### config.mk
export PLATFORM = sky130hd
export DESIGN_NAME = diff_drive_wheel_command_watchdog_core
export DESIGN_NICKNAME = d
export VERILOG_FILES = /design/src/design/ddwcw_pkg.sv /design/src/design/diff_drive_wheel_command_watchdog_core.sv
export SDC_FILE = /design/constraint.sdc
export NUM_CORES = 2
export LEC_CHECK = 0
export BUFFER_PORTS_ARGS = -buffer_cell sky130_fd_sc_hd__buf_2
export CAP_MARGIN = 15
export CORE_MARGIN = 2
export CORE_UTILIZATION = 63
export CTS_CLUSTER_SIZE = 30
export DETAILED_ROUTE_END_ITERATION = 8
export GPL_ROUTABILITY_DRIVEN = 0
export PLACE_DENSITY = 0.82
export SLEW_MARGIN = 0
export SYNTH_ARGS = -nofsm -noshare
export SYNTH_HDL_FRONTEND = slang
export SYNTH_SLANG_ARGS = --single-unit
### constraint.sdc
create_clock -name clk -period 9.5 [get_ports clk]
set_input_delay 2.375 -clock clk [delete_from_list [all_inputs] [get_ports clk]]
set_output_delay 2.375 -clock clk [all_outputs]
set_load 0.02 [all_outputs]
### src/design/ddwcw_pkg.sv
// shared types and constants of the wheel command watchdog block
package ddwcw_pkg;

  // input beat kinds carried on tuser
  localparam logic [1:0] FUNC_CMD   = 2'd0;
  localparam logic [1:0] FUNC_TICK  = 2'd1;
  localparam logic [1:0] FUNC_BRAKE = 2'd2;

  // configuration register indexes
  localparam logic [2:0] REG_TIMEOUT  = 3'd0;
  localparam logic [2:0] REG_MAX_SPD  = 3'd1;
  localparam logic [2:0] REG_HALF_SEP = 3'd2;
  localparam logic [2:0] REG_INV_RAD  = 3'd3;
  localparam logic [2:0] REG_TICK_PER = 3'd4;
  localparam logic [2:0] REG_PWM_TOP  = 3'd5;

  // configuration reset values
  localparam logic [15:0] TIMEOUT_RST  = 16'd300;
  localparam logic [14:0] MAX_SPD_RST  = 15'd17408;
  localparam logic [15:0] HALF_SEP_RST = 16'd6554;
  localparam logic [15:0] INV_RAD_RST  = 16'd5689;
  localparam logic [15:0] TICK_PER_RST = 16'd655;
  localparam logic [15:0] PWM_TOP_RST  = 16'd999;

  // serial unit geometry
  localparam int ACC_W     = 52;
  localparam int CNT_W     = 5;
  localparam logic [CNT_W-1:0] MUL_LAST = 5'd15;
  localparam logic [CNT_W-1:0] DIV_LAST = 5'd30;

  // sequencer states
  typedef enum logic [3:0] {
    ST_IDLE,
    ST_TURN,
    ST_LMUL,
    ST_RMUL,
    ST_LANG,
    ST_RANG,
    ST_DMUL,
    ST_DDIV,
    ST_DONE
  } state_t;

endpackage

### src/design/diff_drive_wheel_command_watchdog_core.sv
// top level: differential drive wheel speeds, watchdog, angle and pwm update
// A command runs three 16-step bit-serial multiplies; a tick runs two angle multiplies,
// then, unless tripped or the clamp is zero, one duty multiply and a 31-step restoring
// divide; a brake or unused kind goes straight to the output.
// One item is taken at a time, as all share the bit-serial multiplier and divider.
// Reset (rst, synchronous): registers to defaults, speeds and angles zero, tripped.
module diff_drive_wheel_command_watchdog_core (
  input  logic         clk,
  input  logic         rst,
  input  logic         cfg_we,
  input  logic [2:0]   cfg_index,
  input  logic [15:0]  cfg_data,
  input  logic         s_tvalid,
  output logic         s_tready,
  input  logic [63:0]  s_tdata,   // linear_velocity, angular_velocity, now_ms
  input  logic [1:0]   s_tuser,   // func
  output logic         m_tvalid,
  input  logic         m_tready,
  output logic [119:0] m_tdata    // left_speed, right_speed, left_angle, right_angle,
                                  // pwm_level, tripped, zero pad
);

  localparam int AW = ddwcw_pkg::ACC_W;

  // configuration registers
  logic [15:0] watchdog_timeout_ms;
  logic [14:0] max_wheel_speed;
  logic [15:0] half_separation;
  logic [15:0] inverse_radius;
  logic [15:0] tick_period;
  logic [15:0] pwm_top;

  // architectural state
  logic signed [15:0] sp_left;
  logic signed [15:0] sp_right;
  logic [31:0]        last_cmd_time;
  logic               wd_flag;
  logic [31:0]        angle_left;
  logic [31:0]        angle_right;
  logic [15:0]        duty_level;

  // sequencer and serial datapath
  ddwcw_pkg::state_t state, state_next;
  logic [ddwcw_pkg::CNT_W-1:0] cnt;
  logic signed [AW-1:0] mcand;
  logic [15:0]          mplier;
  logic signed [AW-1:0] acc;
  logic signed [33:0]   body_r;
  logic signed [15:0]   cmd_lin;
  logic [31:0]          cmd_time;
  logic [14:0]          rem;
  logic [30:0]          dvd;

  logic in_beat;
  logic out_load;

  // input fields
  logic [1:0]         in_func;
  logic signed [15:0] in_lin;
  logic signed [15:0] in_ang;
  logic [31:0]        in_now;

  assign in_func = s_tuser;
  assign in_lin  = signed'(s_tdata[15:0]);
  assign in_ang  = signed'(s_tdata[31:16]);
  assign in_now  = s_tdata[63:32];
  assign in_beat = s_tvalid && s_tready;

  // one shift-add step of the serial multiplier
  logic signed [AW-1:0] acc_sum;
  assign acc_sum = acc + (mplier[0] ? mcand : '0);

  // body velocities from the finished turn product
  logic signed [33:0] lin_sh;
  logic signed [33:0] turn;
  logic signed [33:0] body_l_new;
  logic signed [33:0] body_r_new;
  assign lin_sh     = signed'({{4{cmd_lin[15]}}, cmd_lin, 14'b0});
  assign turn       = signed'(acc_sum[33:0]);
  assign body_l_new = lin_sh - turn;
  assign body_r_new = lin_sh + turn;

  // wheel speed rounding to nearest, ties up, and clamping
  logic signed [AW-1:0] spd_sum;
  logic signed [27:0]   spd_s;
  logic signed [27:0]   spd_lim;
  logic signed [15:0]   spd_clamped;
  assign spd_sum = acc_sum + signed'(AW'(64'd1 << 23));
  assign spd_s   = signed'(spd_sum[51:24]);
  assign spd_lim = signed'({13'b0, max_wheel_speed});
  always_comb begin
    if (spd_s > spd_lim) begin
      spd_clamped = spd_lim[15:0];
    end else if (spd_s < -spd_lim) begin
      spd_clamped = 16'(-spd_lim);
    end else begin
      spd_clamped = spd_s[15:0];
    end
  end

  // angle increment, rounded to nearest, ties up
  logic signed [AW-1:0] ang_sum;
  logic [31:0]          ang_d;
  assign ang_sum = acc_sum + signed'(AW'(64'd512));
  assign ang_d   = ang_sum[41:10];

  // watchdog check on a tick
  logic [31:0] elapsed;
  logic        trip_now;
  logic        flag_new;
  assign elapsed  = in_now - last_cmd_time;
  assign trip_now = !wd_flag && (elapsed >= {16'b0, watchdog_timeout_ms});
  assign flag_new = wd_flag || trip_now;

  // left setpoint magnitude for the duty level
  logic [15:0] sp_abs;
  logic [14:0] mag;
  assign sp_abs = sp_left[15] ? 16'(-sp_left) : sp_left;
  assign mag    = sp_abs[14:0];

  // restoring divide step
  logic [15:0] rem_sh;
  logic        q_bit;
  logic [15:0] rem_sub;
  logic [30:0] quot;
  assign rem_sh  = {rem, dvd[30]};
  assign q_bit   = rem_sh >= {1'b0, max_wheel_speed};
  assign rem_sub = rem_sh - {1'b0, max_wheel_speed};
  assign quot    = {dvd[29:0], q_bit};

  // sequencer state register
  always_ff @(posedge clk) begin
    if (rst) begin
      state <= ddwcw_pkg::ST_IDLE;
    end else begin
      state <= state_next;
    end
  end

  // next state and handshake control
  always_comb begin
    state_next = state;
    s_tready   = 1'b0;
    out_load   = 1'b0;
    case (state)
      ddwcw_pkg::ST_IDLE: begin
        s_tready = 1'b1;
        if (s_tvalid) begin
          case (in_func)
            ddwcw_pkg::FUNC_CMD:  state_next = ddwcw_pkg::ST_TURN;
            ddwcw_pkg::FUNC_TICK: state_next = ddwcw_pkg::ST_LANG;
            default:              state_next = ddwcw_pkg::ST_DONE;
          endcase
        end
      end
      ddwcw_pkg::ST_TURN: begin
        if (cnt == ddwcw_pkg::MUL_LAST) state_next = ddwcw_pkg::ST_LMUL;
      end
      ddwcw_pkg::ST_LMUL: begin
        if (cnt == ddwcw_pkg::MUL_LAST) state_next = ddwcw_pkg::ST_RMUL;
      end
      ddwcw_pkg::ST_RMUL: begin
        if (cnt == ddwcw_pkg::MUL_LAST) state_next = ddwcw_pkg::ST_DONE;
      end
      ddwcw_pkg::ST_LANG: begin
        if (cnt == ddwcw_pkg::MUL_LAST) state_next = ddwcw_pkg::ST_RANG;
      end
      ddwcw_pkg::ST_RANG: begin
        if (cnt == ddwcw_pkg::MUL_LAST) begin
          if (wd_flag || max_wheel_speed == 15'd0) begin
            state_next = ddwcw_pkg::ST_DONE;
          end else begin
            state_next = ddwcw_pkg::ST_DMUL;
          end
        end
      end
      ddwcw_pkg::ST_DMUL: begin
        if (cnt == ddwcw_pkg::MUL_LAST) state_next = ddwcw_pkg::ST_DDIV;
      end
      ddwcw_pkg::ST_DDIV: begin
        if (cnt == ddwcw_pkg::DIV_LAST) state_next = ddwcw_pkg::ST_DONE;
      end
      ddwcw_pkg::ST_DONE: begin
        if (!m_tvalid || m_tready) begin
          out_load   = 1'b1;
          state_next = ddwcw_pkg::ST_IDLE;
        end
      end
      default: state_next = ddwcw_pkg::ST_IDLE;
    endcase
  end

  // configuration writes
  always_ff @(posedge clk) begin
    if (rst) begin
      watchdog_timeout_ms <= ddwcw_pkg::TIMEOUT_RST;
      max_wheel_speed     <= ddwcw_pkg::MAX_SPD_RST;
      half_separation     <= ddwcw_pkg::HALF_SEP_RST;
      inverse_radius      <= ddwcw_pkg::INV_RAD_RST;
      tick_period         <= ddwcw_pkg::TICK_PER_RST;
      pwm_top             <= ddwcw_pkg::PWM_TOP_RST;
    end else if (cfg_we) begin
      case (cfg_index)
        ddwcw_pkg::REG_TIMEOUT:  watchdog_timeout_ms <= cfg_data;
        ddwcw_pkg::REG_MAX_SPD:  max_wheel_speed     <= cfg_data[14:0];
        ddwcw_pkg::REG_HALF_SEP: half_separation     <= cfg_data;
        ddwcw_pkg::REG_INV_RAD:  inverse_radius      <= cfg_data;
        ddwcw_pkg::REG_TICK_PER: tick_period         <= cfg_data;
        ddwcw_pkg::REG_PWM_TOP:  pwm_top             <= cfg_data;
        default: ;
      endcase
    end
  end

  // step counter of the serial units
  always_ff @(posedge clk) begin
    if (rst) begin
      cnt <= '0;
    end else if (state == ddwcw_pkg::ST_IDLE || state == ddwcw_pkg::ST_DONE) begin
      cnt <= '0;
    end else if (state == ddwcw_pkg::ST_DDIV) begin
      cnt <= (cnt == ddwcw_pkg::DIV_LAST) ? '0 : cnt + 1'b1;
    end else begin
      cnt <= (cnt == ddwcw_pkg::MUL_LAST) ? '0 : cnt + 1'b1;
    end
  end

  // architectural state updates
  always_ff @(posedge clk) begin
    if (rst) begin
      sp_left       <= '0;
      sp_right      <= '0;
      last_cmd_time <= '0;
      wd_flag       <= 1'b1;
      angle_left    <= '0;
      angle_right   <= '0;
      duty_level    <= '0;
    end else begin
      case (state)
        ddwcw_pkg::ST_IDLE: begin
          if (in_beat) begin
            if (in_func == ddwcw_pkg::FUNC_TICK && trip_now) begin
              wd_flag    <= 1'b1;
              sp_left    <= '0;
              sp_right   <= '0;
              duty_level <= '0;
            end else if (in_func == ddwcw_pkg::FUNC_BRAKE) begin
              wd_flag    <= 1'b1;
              sp_left    <= '0;
              sp_right   <= '0;
              duty_level <= '0;
            end
          end
        end
        ddwcw_pkg::ST_LMUL: begin
          if (cnt == ddwcw_pkg::MUL_LAST) sp_left <= spd_clamped;
        end
        ddwcw_pkg::ST_RMUL: begin
          if (cnt == ddwcw_pkg::MUL_LAST) begin
            sp_right      <= spd_clamped;
            last_cmd_time <= cmd_time;
            wd_flag       <= 1'b0;
          end
        end
        ddwcw_pkg::ST_LANG: begin
          if (cnt == ddwcw_pkg::MUL_LAST) angle_left <= angle_left + ang_d;
        end
        ddwcw_pkg::ST_RANG: begin
          if (cnt == ddwcw_pkg::MUL_LAST) begin
            angle_right <= angle_right + ang_d;
            if (wd_flag) begin
              duty_level <= '0;
            end else if (max_wheel_speed == 15'd0) begin
              duty_level <= (mag != 15'd0) ? pwm_top : 16'd0;
            end
          end
        end
        ddwcw_pkg::ST_DDIV: begin
          if (cnt == ddwcw_pkg::DIV_LAST) begin
            duty_level <= (quot > {15'b0, pwm_top}) ? pwm_top : quot[15:0];
          end
        end
        default: ;
      endcase
    end
  end

  // serial multiplier and divider operands
  always_ff @(posedge clk) begin
    case (state)
      ddwcw_pkg::ST_IDLE: begin
        acc      <= '0;
        cmd_lin  <= in_lin;
        cmd_time <= in_now;
        if (in_func == ddwcw_pkg::FUNC_CMD) begin
          mcand  <= signed'({{(AW-16){in_ang[15]}}, in_ang});
          mplier <= half_separation;
        end else begin
          mcand  <= flag_new ? '0 : signed'({{(AW-16){sp_left[15]}}, sp_left});
          mplier <= tick_period;
        end
      end
      ddwcw_pkg::ST_TURN: begin
        if (cnt == ddwcw_pkg::MUL_LAST) begin
          acc    <= '0;
          mcand  <= signed'({{(AW-34){body_l_new[33]}}, body_l_new});
          mplier <= inverse_radius;
          body_r <= body_r_new;
        end else begin
          acc    <= acc_sum;
          mcand  <= mcand <<< 1;
          mplier <= mplier >> 1;
        end
      end
      ddwcw_pkg::ST_LMUL: begin
        if (cnt == ddwcw_pkg::MUL_LAST) begin
          acc    <= '0;
          mcand  <= signed'({{(AW-34){body_r[33]}}, body_r});
          mplier <= inverse_radius;
        end else begin
          acc    <= acc_sum;
          mcand  <= mcand <<< 1;
          mplier <= mplier >> 1;
        end
      end
      ddwcw_pkg::ST_LANG: begin
        if (cnt == ddwcw_pkg::MUL_LAST) begin
          acc    <= '0;
          mcand  <= wd_flag ? '0 : signed'({{(AW-16){sp_right[15]}}, sp_right});
          mplier <= tick_period;
        end else begin
          acc    <= acc_sum;
          mcand  <= mcand <<< 1;
          mplier <= mplier >> 1;
        end
      end
      ddwcw_pkg::ST_RANG: begin
        if (cnt == ddwcw_pkg::MUL_LAST) begin
          acc    <= '0;
          mcand  <= signed'({{(AW-15){1'b0}}, mag});
          mplier <= pwm_top;
        end else begin
          acc    <= acc_sum;
          mcand  <= mcand <<< 1;
          mplier <= mplier >> 1;
        end
      end
      ddwcw_pkg::ST_DMUL: begin
        if (cnt == ddwcw_pkg::MUL_LAST) begin
          dvd <= acc_sum[30:0];
          rem <= '0;
        end else begin
          acc    <= acc_sum;
          mcand  <= mcand <<< 1;
          mplier <= mplier >> 1;
        end
      end
      ddwcw_pkg::ST_DDIV: begin
        rem <= q_bit ? rem_sub[14:0] : rem_sh[14:0];
        dvd <= quot;
      end
      default: begin
        acc    <= acc_sum;
        mcand  <= mcand <<< 1;
        mplier <= mplier >> 1;
      end
    endcase
  end

  // output register
  always_ff @(posedge clk) begin
    if (rst) begin
      m_tvalid <= 1'b0;
    end else if (out_load) begin
      m_tvalid <= 1'b1;
    end else if (m_tready) begin
      m_tvalid <= 1'b0;
    end
  end

  always_ff @(posedge clk) begin
    if (out_load) begin
      m_tdata[15:0]    <= wd_flag ? 16'd0 : sp_left;
      m_tdata[31:16]   <= wd_flag ? 16'd0 : sp_right;
      m_tdata[63:32]   <= angle_left;
      m_tdata[95:64]   <= angle_right;
      m_tdata[111:96]  <= duty_level;
      m_tdata[112]     <= wd_flag;
      m_tdata[119:113] <= '0;
    end
  end

endmodule
-- Word level (Yosys, flattened, before mapping)
Cells that the tools add are included.
- add/subtract/negate cells: 12
- $lt $le $gt $ge: 5
- eq/ne operators: 30
- muxes and demuxes: 65
- bitwise operators: 1
- reduce and logical (&&, ||, !) cells: 38
- operators with widths (operator ; count):
    $mux W52 ; 11
    $pmux W52 S7 ; 1
    $mux W16 ; 17
    $pmux W52 S4 ; 1
    $pmux W16 S6 ; 1
    $add A32 B32 Y32 ; 2
    $pmux W16 S2 ; 2
    $pmux W31 S2 ; 1
    $add A52 B25 Y52 const B ; 1
    $add A52 B52 Y52 ; 1
    $pmux W16 S3 ; 1
    $mux W15 ; 3
    $add A42 B11 Y42 const B ; 1
    $mux W4 ; 10
    $pmux W4 S9 ; 1
    $add A30 B34 Y34 ; 1
    $sub A30 B34 Y34 ; 1
    $ge A32 B16 Y1 ; 1
    $sub A32 B32 Y32 ; 1
    $gt A31 B16 Y1 ; 1
    $mux W31 ; 1
    $pmux W15 S2 ; 1
    $gt A28 B16 Y1 ; 1
    $lt A28 B28 Y1 ; 1
    other kinds (41) ; 88
- flip-flop bits (word level): 611
- bits of input ports: 90
- output and inout bits: 122
- logic and storage cells: 177

-- Depth between registers and ports, before layout
- depth in word-level cells: 8
- depth in mapped cells: 35
- mapped depth without buffers: 33

-- Worst setup path before layout
Ideal clock, no wire load.
- path type: input to register
- start point: in s_tdata[32]
- end point: reg mcand[35] (data pin)
- setup time: 0.130 ns
- arrival: 7.914 ns
- data required time: 9.370 ns
- setup slack: 1.456 ns
- stages on the path: 30
- path buffers: 3
- cell sequence: inv_1 > ha_1 > inv_1 > fa_1 > a21o_1 > a21oi_1 > nor2b_1 > a41oi_1 > a31oi_1 > a21o_1 > a21oi_1 > xnor2_1 > ha_1 > and4_1 > a21oi_1 > o2111ai_1 > a2111oi_0 > nand4_1 > or3_1 > nor2_1 > o2111ai_1 > or4_1 > or4_1 > nor4_1 > or2_2 > clkbuf_1 > a2111o_1 > buf_2 > buf_2 > o21a_1
- cells in the longest elaborated chain, start to end: 7
- RTL lines (item ; line ; RTL):
    start: declaration ; diff_drive_wheel_command_watchdog_core.sv:15 ; input logic [63:0] s_tdata,
    $sub A32 B32 Y32 ; diff_drive_wheel_command_watchdog_core.sv:111 ; assign elapsed = in_now - last_cmd_time;
    $ge A32 B16 Y1 ; diff_drive_wheel_command_watchdog_core.sv:112 ; assign trip_now = !wd_flag && (elapsed >= {16'b0, watchdog_timeout_ms});
    $logic_and A1 B1 Y1 ; diff_drive_wheel_command_watchdog_core.sv:112 ;
    $logic_or A1 B1 Y1 ; diff_drive_wheel_command_watchdog_core.sv:113 ; assign flag_new = wd_flag || trip_now;
    $mux W52 ; diff_drive_wheel_command_watchdog_core.sv:299 ; mcand <= flag_new ? '0 : signed'({{(AW-16){sp_left[15]}}, sp_left});
    $mux W52 ; diff_drive_wheel_command_watchdog_core.sv:295 ; if (in_func == ddwcw_pkg::FUNC_CMD) begin
    $pmux W52 S7 ; diff_drive_wheel_command_watchdog_core.sv:290 ; case (state)
    end signal: assignment ; diff_drive_wheel_command_watchdog_core.sv:296 ; mcand <= signed'({{(AW-16){in_ang[15]}}, in_ang});
    end signal: assignment ; diff_drive_wheel_command_watchdog_core.sv:299 ;
    end signal: assignment ; diff_drive_wheel_command_watchdog_core.sv:306 ; mcand <= signed'({{(AW-34){body_l_new[33]}}, body_l_new});
    end: declaration ; diff_drive_wheel_command_watchdog_core.sv:45 ; logic signed [AW-1:0] mcand;
No other way between the ends.
A chain may end at the register's enable or synchronous reset.

-- Worst setup path in the final report
- start point: reg mplier[0]
- end point: reg sp_right[5]
- cells in the longest elaborated chain, start to end: 8
- elaborated cells between the ends (all ways): 9
- classes of those cells: 2 x add/sub; 2 x order compare; 5 x mux
- RTL lines (item ; line ; RTL):
    start: declaration ; diff_drive_wheel_command_watchdog_core.sv:46 ; logic [15:0] mplier;
    start signal: assignment ; diff_drive_wheel_command_watchdog_core.sv:297 ; mplier <= half_separation;
    start signal: assignment ; diff_drive_wheel_command_watchdog_core.sv:300 ; mplier <= tick_period;
    start signal: assignment ; diff_drive_wheel_command_watchdog_core.sv:307 ; mplier <= inverse_radius;
    $mux W52 * ; diff_drive_wheel_command_watchdog_core.sv:71 ; assign acc_sum = acc + (mplier[0] ? mcand : '0);
    $add A52 B52 Y52 * ; diff_drive_wheel_command_watchdog_core.sv:71 ;
    $add A52 B25 Y52 * ; diff_drive_wheel_command_watchdog_core.sv:88 ; assign spd_sum = acc_sum + signed'(AW'(64'd1 << 23));
    $lt A28 B28 Y1 ; diff_drive_wheel_command_watchdog_core.sv:94 ; end else if (spd_s < -spd_lim) begin
    $mux W16 ; diff_drive_wheel_command_watchdog_core.sv:94 ;
    $mux W16 * ; diff_drive_wheel_command_watchdog_core.sv:92 ; if (spd_s > spd_lim) begin
    $mux W16 * ; diff_drive_wheel_command_watchdog_core.sv:259 ; if (cnt == ddwcw_pkg::MUL_LAST) begin
    $pmux W16 S2 * ; diff_drive_wheel_command_watchdog_core.sv:239 ; case (state)
    end signal: assignment ; diff_drive_wheel_command_watchdog_core.sv:260 ; sp_right <= spd_clamped;
    end: declaration ; diff_drive_wheel_command_watchdog_core.sv:35 ; logic signed [15:0] sp_right;
Mark *: on every way between the ends. The rest lies on a longest branch, timed or not. The select of a mux whose other input is x is not followed.

==> metrics.md <==
| Metric | Value |
|---|---|
| Clk buf depth | 3 |
| WHS | 0.4307 ns |
| Crit path DAT | 9.42 ns |
| Syn-to-layout area delta | 10.20% |
| Peak VDD IR | slightly above 0.3 mV |
| Hold buffers post-CTS | 0 |
| Max-Cap Viols | 0 |
| Initial antenna violation count | 3 |
| Antenna-violating nets left | 0 |
| CTS buffer count | between 60 and 70 |
| P_leak | 0.01713 uW |
| Maximum number of pins on one net before global-route repair | ~140 |
| Drt pass-1 iters | 8 |
| Worst-Margin Slew | around 1.2 ns |
| Die Area | between 60000 and 70000 um2 |
| Clock Latency Late Sink | 0.64 ns |
| Multi-input logic area | 21300 um2 |
| Dpl cell area | between 40000 and 50000 um2 |
| Worst setup SP type | flop |
| # rows | 90 |
| Fin crit share | 93.69% |
| WHS Endpoint | m_tdata[107] |
| Slew Limit Fails | 0 |
| DR iter-0 viols | ~4500 |
| N_diodes | 0 |
| CP max stage cell | edfxtp_1 |
| Die height | 251.6 um |
| End of the worst register-to-register path | sp_right[5] |
| CTS tree | yes |
| R2R setup slack | 0.60 ns |
| I/O pin count | roughly 210 |
| Hpwl dp | 82.51 mm |
| WL final | approximately 110 mm |
| DR vias/cell | between 6 and 7 |
| Slew HR | 22.95% |
| Pwr/cell area | 277.4 nW/um2 |
| Setup TNS | 0 ns |
| Post-CTS setup buffers | 0 |
| Syn avg cell area | 9.037 um2 |
| FF+latch count, synth | between 600 and 700 |
| Status | completed |
| # nets final | between 4000 and 5000 |
| All-Layer GR Usage | 35.61% |
| Fillers | 4525 |
| Post-synthesis sequential area ratio | between 40% and 50% |
| Initial core utilization | a little under two thirds |
| Post-Synthesis Cell Area | roughly 39000 um2 |
| Routed wire per std cell | 21.99 um |
| Vias | around 34000 |
| Clk_skew | between 0.02 and 0.03 ns |
| Largest fanout on the critical path | 32 |
| Hold WC Path Type | reg2reg |
| Clock transition at path regs | approximately 0.060 ns |
| Die Wd | roughly 250 um |
| Drt drc | 0 |
| RSZ-0062 raised after global routing | false |
| First-pass GRT wire length | around 180 mm |
| Period minus WS final | 8.900 ns |
| Number of clock sinks | approximately 610 |
| Final hold vios | 0 |
| # setup viols final | 0 |
| Vias in the first global route | 31690 |
| Final instance area | ~43000 um2 |
| Layout cells sized above 1 | around a tenth |
| Top cells by area, synth | edfxtp_1 28%, dfxtp_1 13%, ha_1 9.1% |
| FMAX | 112.4 MHz |
| GRT overflow | 0 |
| Async SR Flop Fraction | 0% |
| Hold Crit Start | duty_level[11] |
| Top cell type's share of synthesized area | 28.07% |
| Synth cell types | ~110 |
| EDFF count, synth | approximately 360 |
| WS Path Type | reg2reg |
| Root Driver | clkbuf_16 |
| IO buf count | ~200 |
| Dominant synthesized flop cell | edfxtp_1 |
| H-tree Lvls | 3 |
| Reg2reg path depth | 34 |
| Core area | 60470 um2 |
| Post-cts resize count | 0 |
| Worst setup EP type | flop |
| Worst path required time | 10.02 ns |
| Reg-to-reg startpoint | mplier[0] |
| Area leader, netlist | edfxtp_1 |
| Storage cell area | between 15000 and 20000 um2 |
| Hold Path Depth | 0 |
| Synthesis Warnings | 0 |
| Max incr delay on CP | 0.72 ns |
| Gate Count Post-Synth | between 4000 and 5000 |
worst max-delay path by stage:
| stage | from | slack, ns | end | cells past startpoint |
|---|---|---|---|---|
| after CTS | mplier[0] | 0.72 | sp_right[10] | 31 |
| final | mplier[0] | 0.60 | sp_right[5] | 34 |
| after floorplan | s_tdata[32] | 1.46 | mcand[35] | 30 |
| after global routing | mplier[0] | 0.18 | sp_right[5] | 34 |
| after global placement | s_tdata[32] | 0.62 | mcand[51] | 28 |
| after detailed placement | s_tdata[32] | 0.53 | mcand[51] | 28 |
sequential cells by signal (all words and copies together), names as in the netlist, 16 cells and up:
register	flops
tick_period	16
m_tdata	113
cmd_lin	16
watchdog_timeout_ms	16
mplier	16
angle_left	32
cmd_time	32
last_cmd_time	32
sp_left	16
sp_right	16
pwm_top	16
angle_right	32
body_r	34
mcand	52
dvd	31
acc	52
inverse_radius	16
half_separation	16
duty_level	16
synth_stat cells (49+ instances only):
| master | instances |
|---|---|
| ha_1 | 280 |
| xnor2_1 | 172 |
| dfxtp_1 | 250 |
| nor2b_1 | 78 |
| clkbuf_1 | 174 |
| edfxtp_1 | 361 |
| nand2_1 | 599 |
| inv_1 | 180 |
| and2_1 | 76 |
| a21oi_1 | 378 |
| a22oi_1 | 62 |
| nand3_1 | 80 |
| a211oi_1 | 65 |
| nor2_1 | 345 |
| xor2_1 | 52 |
| o21a_1 | 49 |
| a21o_1 | 89 |
| nor3_1 | 94 |
| o21ai_0 | 143 |
worst max-delay path: cells and delay by family (launching register included):
kind            cells  cell delay (ns)
compound gates     14             2.79
simple gates       12             2.59
fa+ha+maj           4             1.22
flops               1             0.72
buf+inv             2             0.59
xor+xnor            1             0.42
mux                 1             0.40
placed cells by master, fill, tap and decap left out, types with 62 or more instances in the layout:
cell	count
xnor2_1	171
a21o_1	89
edfxtp_1	361
nor2_1	340
inv_1	178
a211oi_1	62
a22oi_1	62
nand3_1	80
o21ai_0	143
nand2_1	599
nor3_1	92
ha_1	279
clkbuf_16	72
and2_1	76
dfxtp_1	249
a21oi_1	377
nor2b_1	78
buf_2	203
per-layer routing:
metal	GRT usage [%]	wire length, um
met5	0	43
met4	18.47	6568
met3	8.078	12870
met2	53.15	49750
met1	48.54	45730
per-stage QoR:
step,util (%),total power (uW),instances,worst slack [ns]
after floorplan,-,7449,4279,1.456
after global placement,66.51,8700,5099,0.6209
after detailed placement,66.51,8783,5099,0.5297
after CTS,70.31,11530,5226,0.7204
after global routing,70.37,12300,5227,0.1788
final,70.37,11800,5227,0.5996
power by group:
group,switching (uW),internal [uW]
registers,283,3460
clock network,1140,1590
logic,3530,1790
total,4960,6840
logic make-up after synthesis:
kind of cell | Yosys count | share of synthesized area [%]
xor+xnor | 225 | 5.152
flops | 611 | 41.04
other cells | 1 | 0.009712
simple gates | 1592 | 20.03
mux | 32 | 0.8490
fa+ha+maj | 286 | 9.384
compound gates | 1126 | 19.38
buf+inv | 400 | 4.161
layout make-up:
cell class | instances | share of cell area [%]
Clock inverter | 35 | 0.8263
Inverter | 185 | 1.650
Sequential cell | 611 | 37.24
Tap cell | 782 | 2.299
Clock buffer | 92 | 4.575
Timing Repair Buffer | 254 | 3.343
Multi-Input combinational cell | 3268 | 50.06
Power figures use the tool's default switching activity.
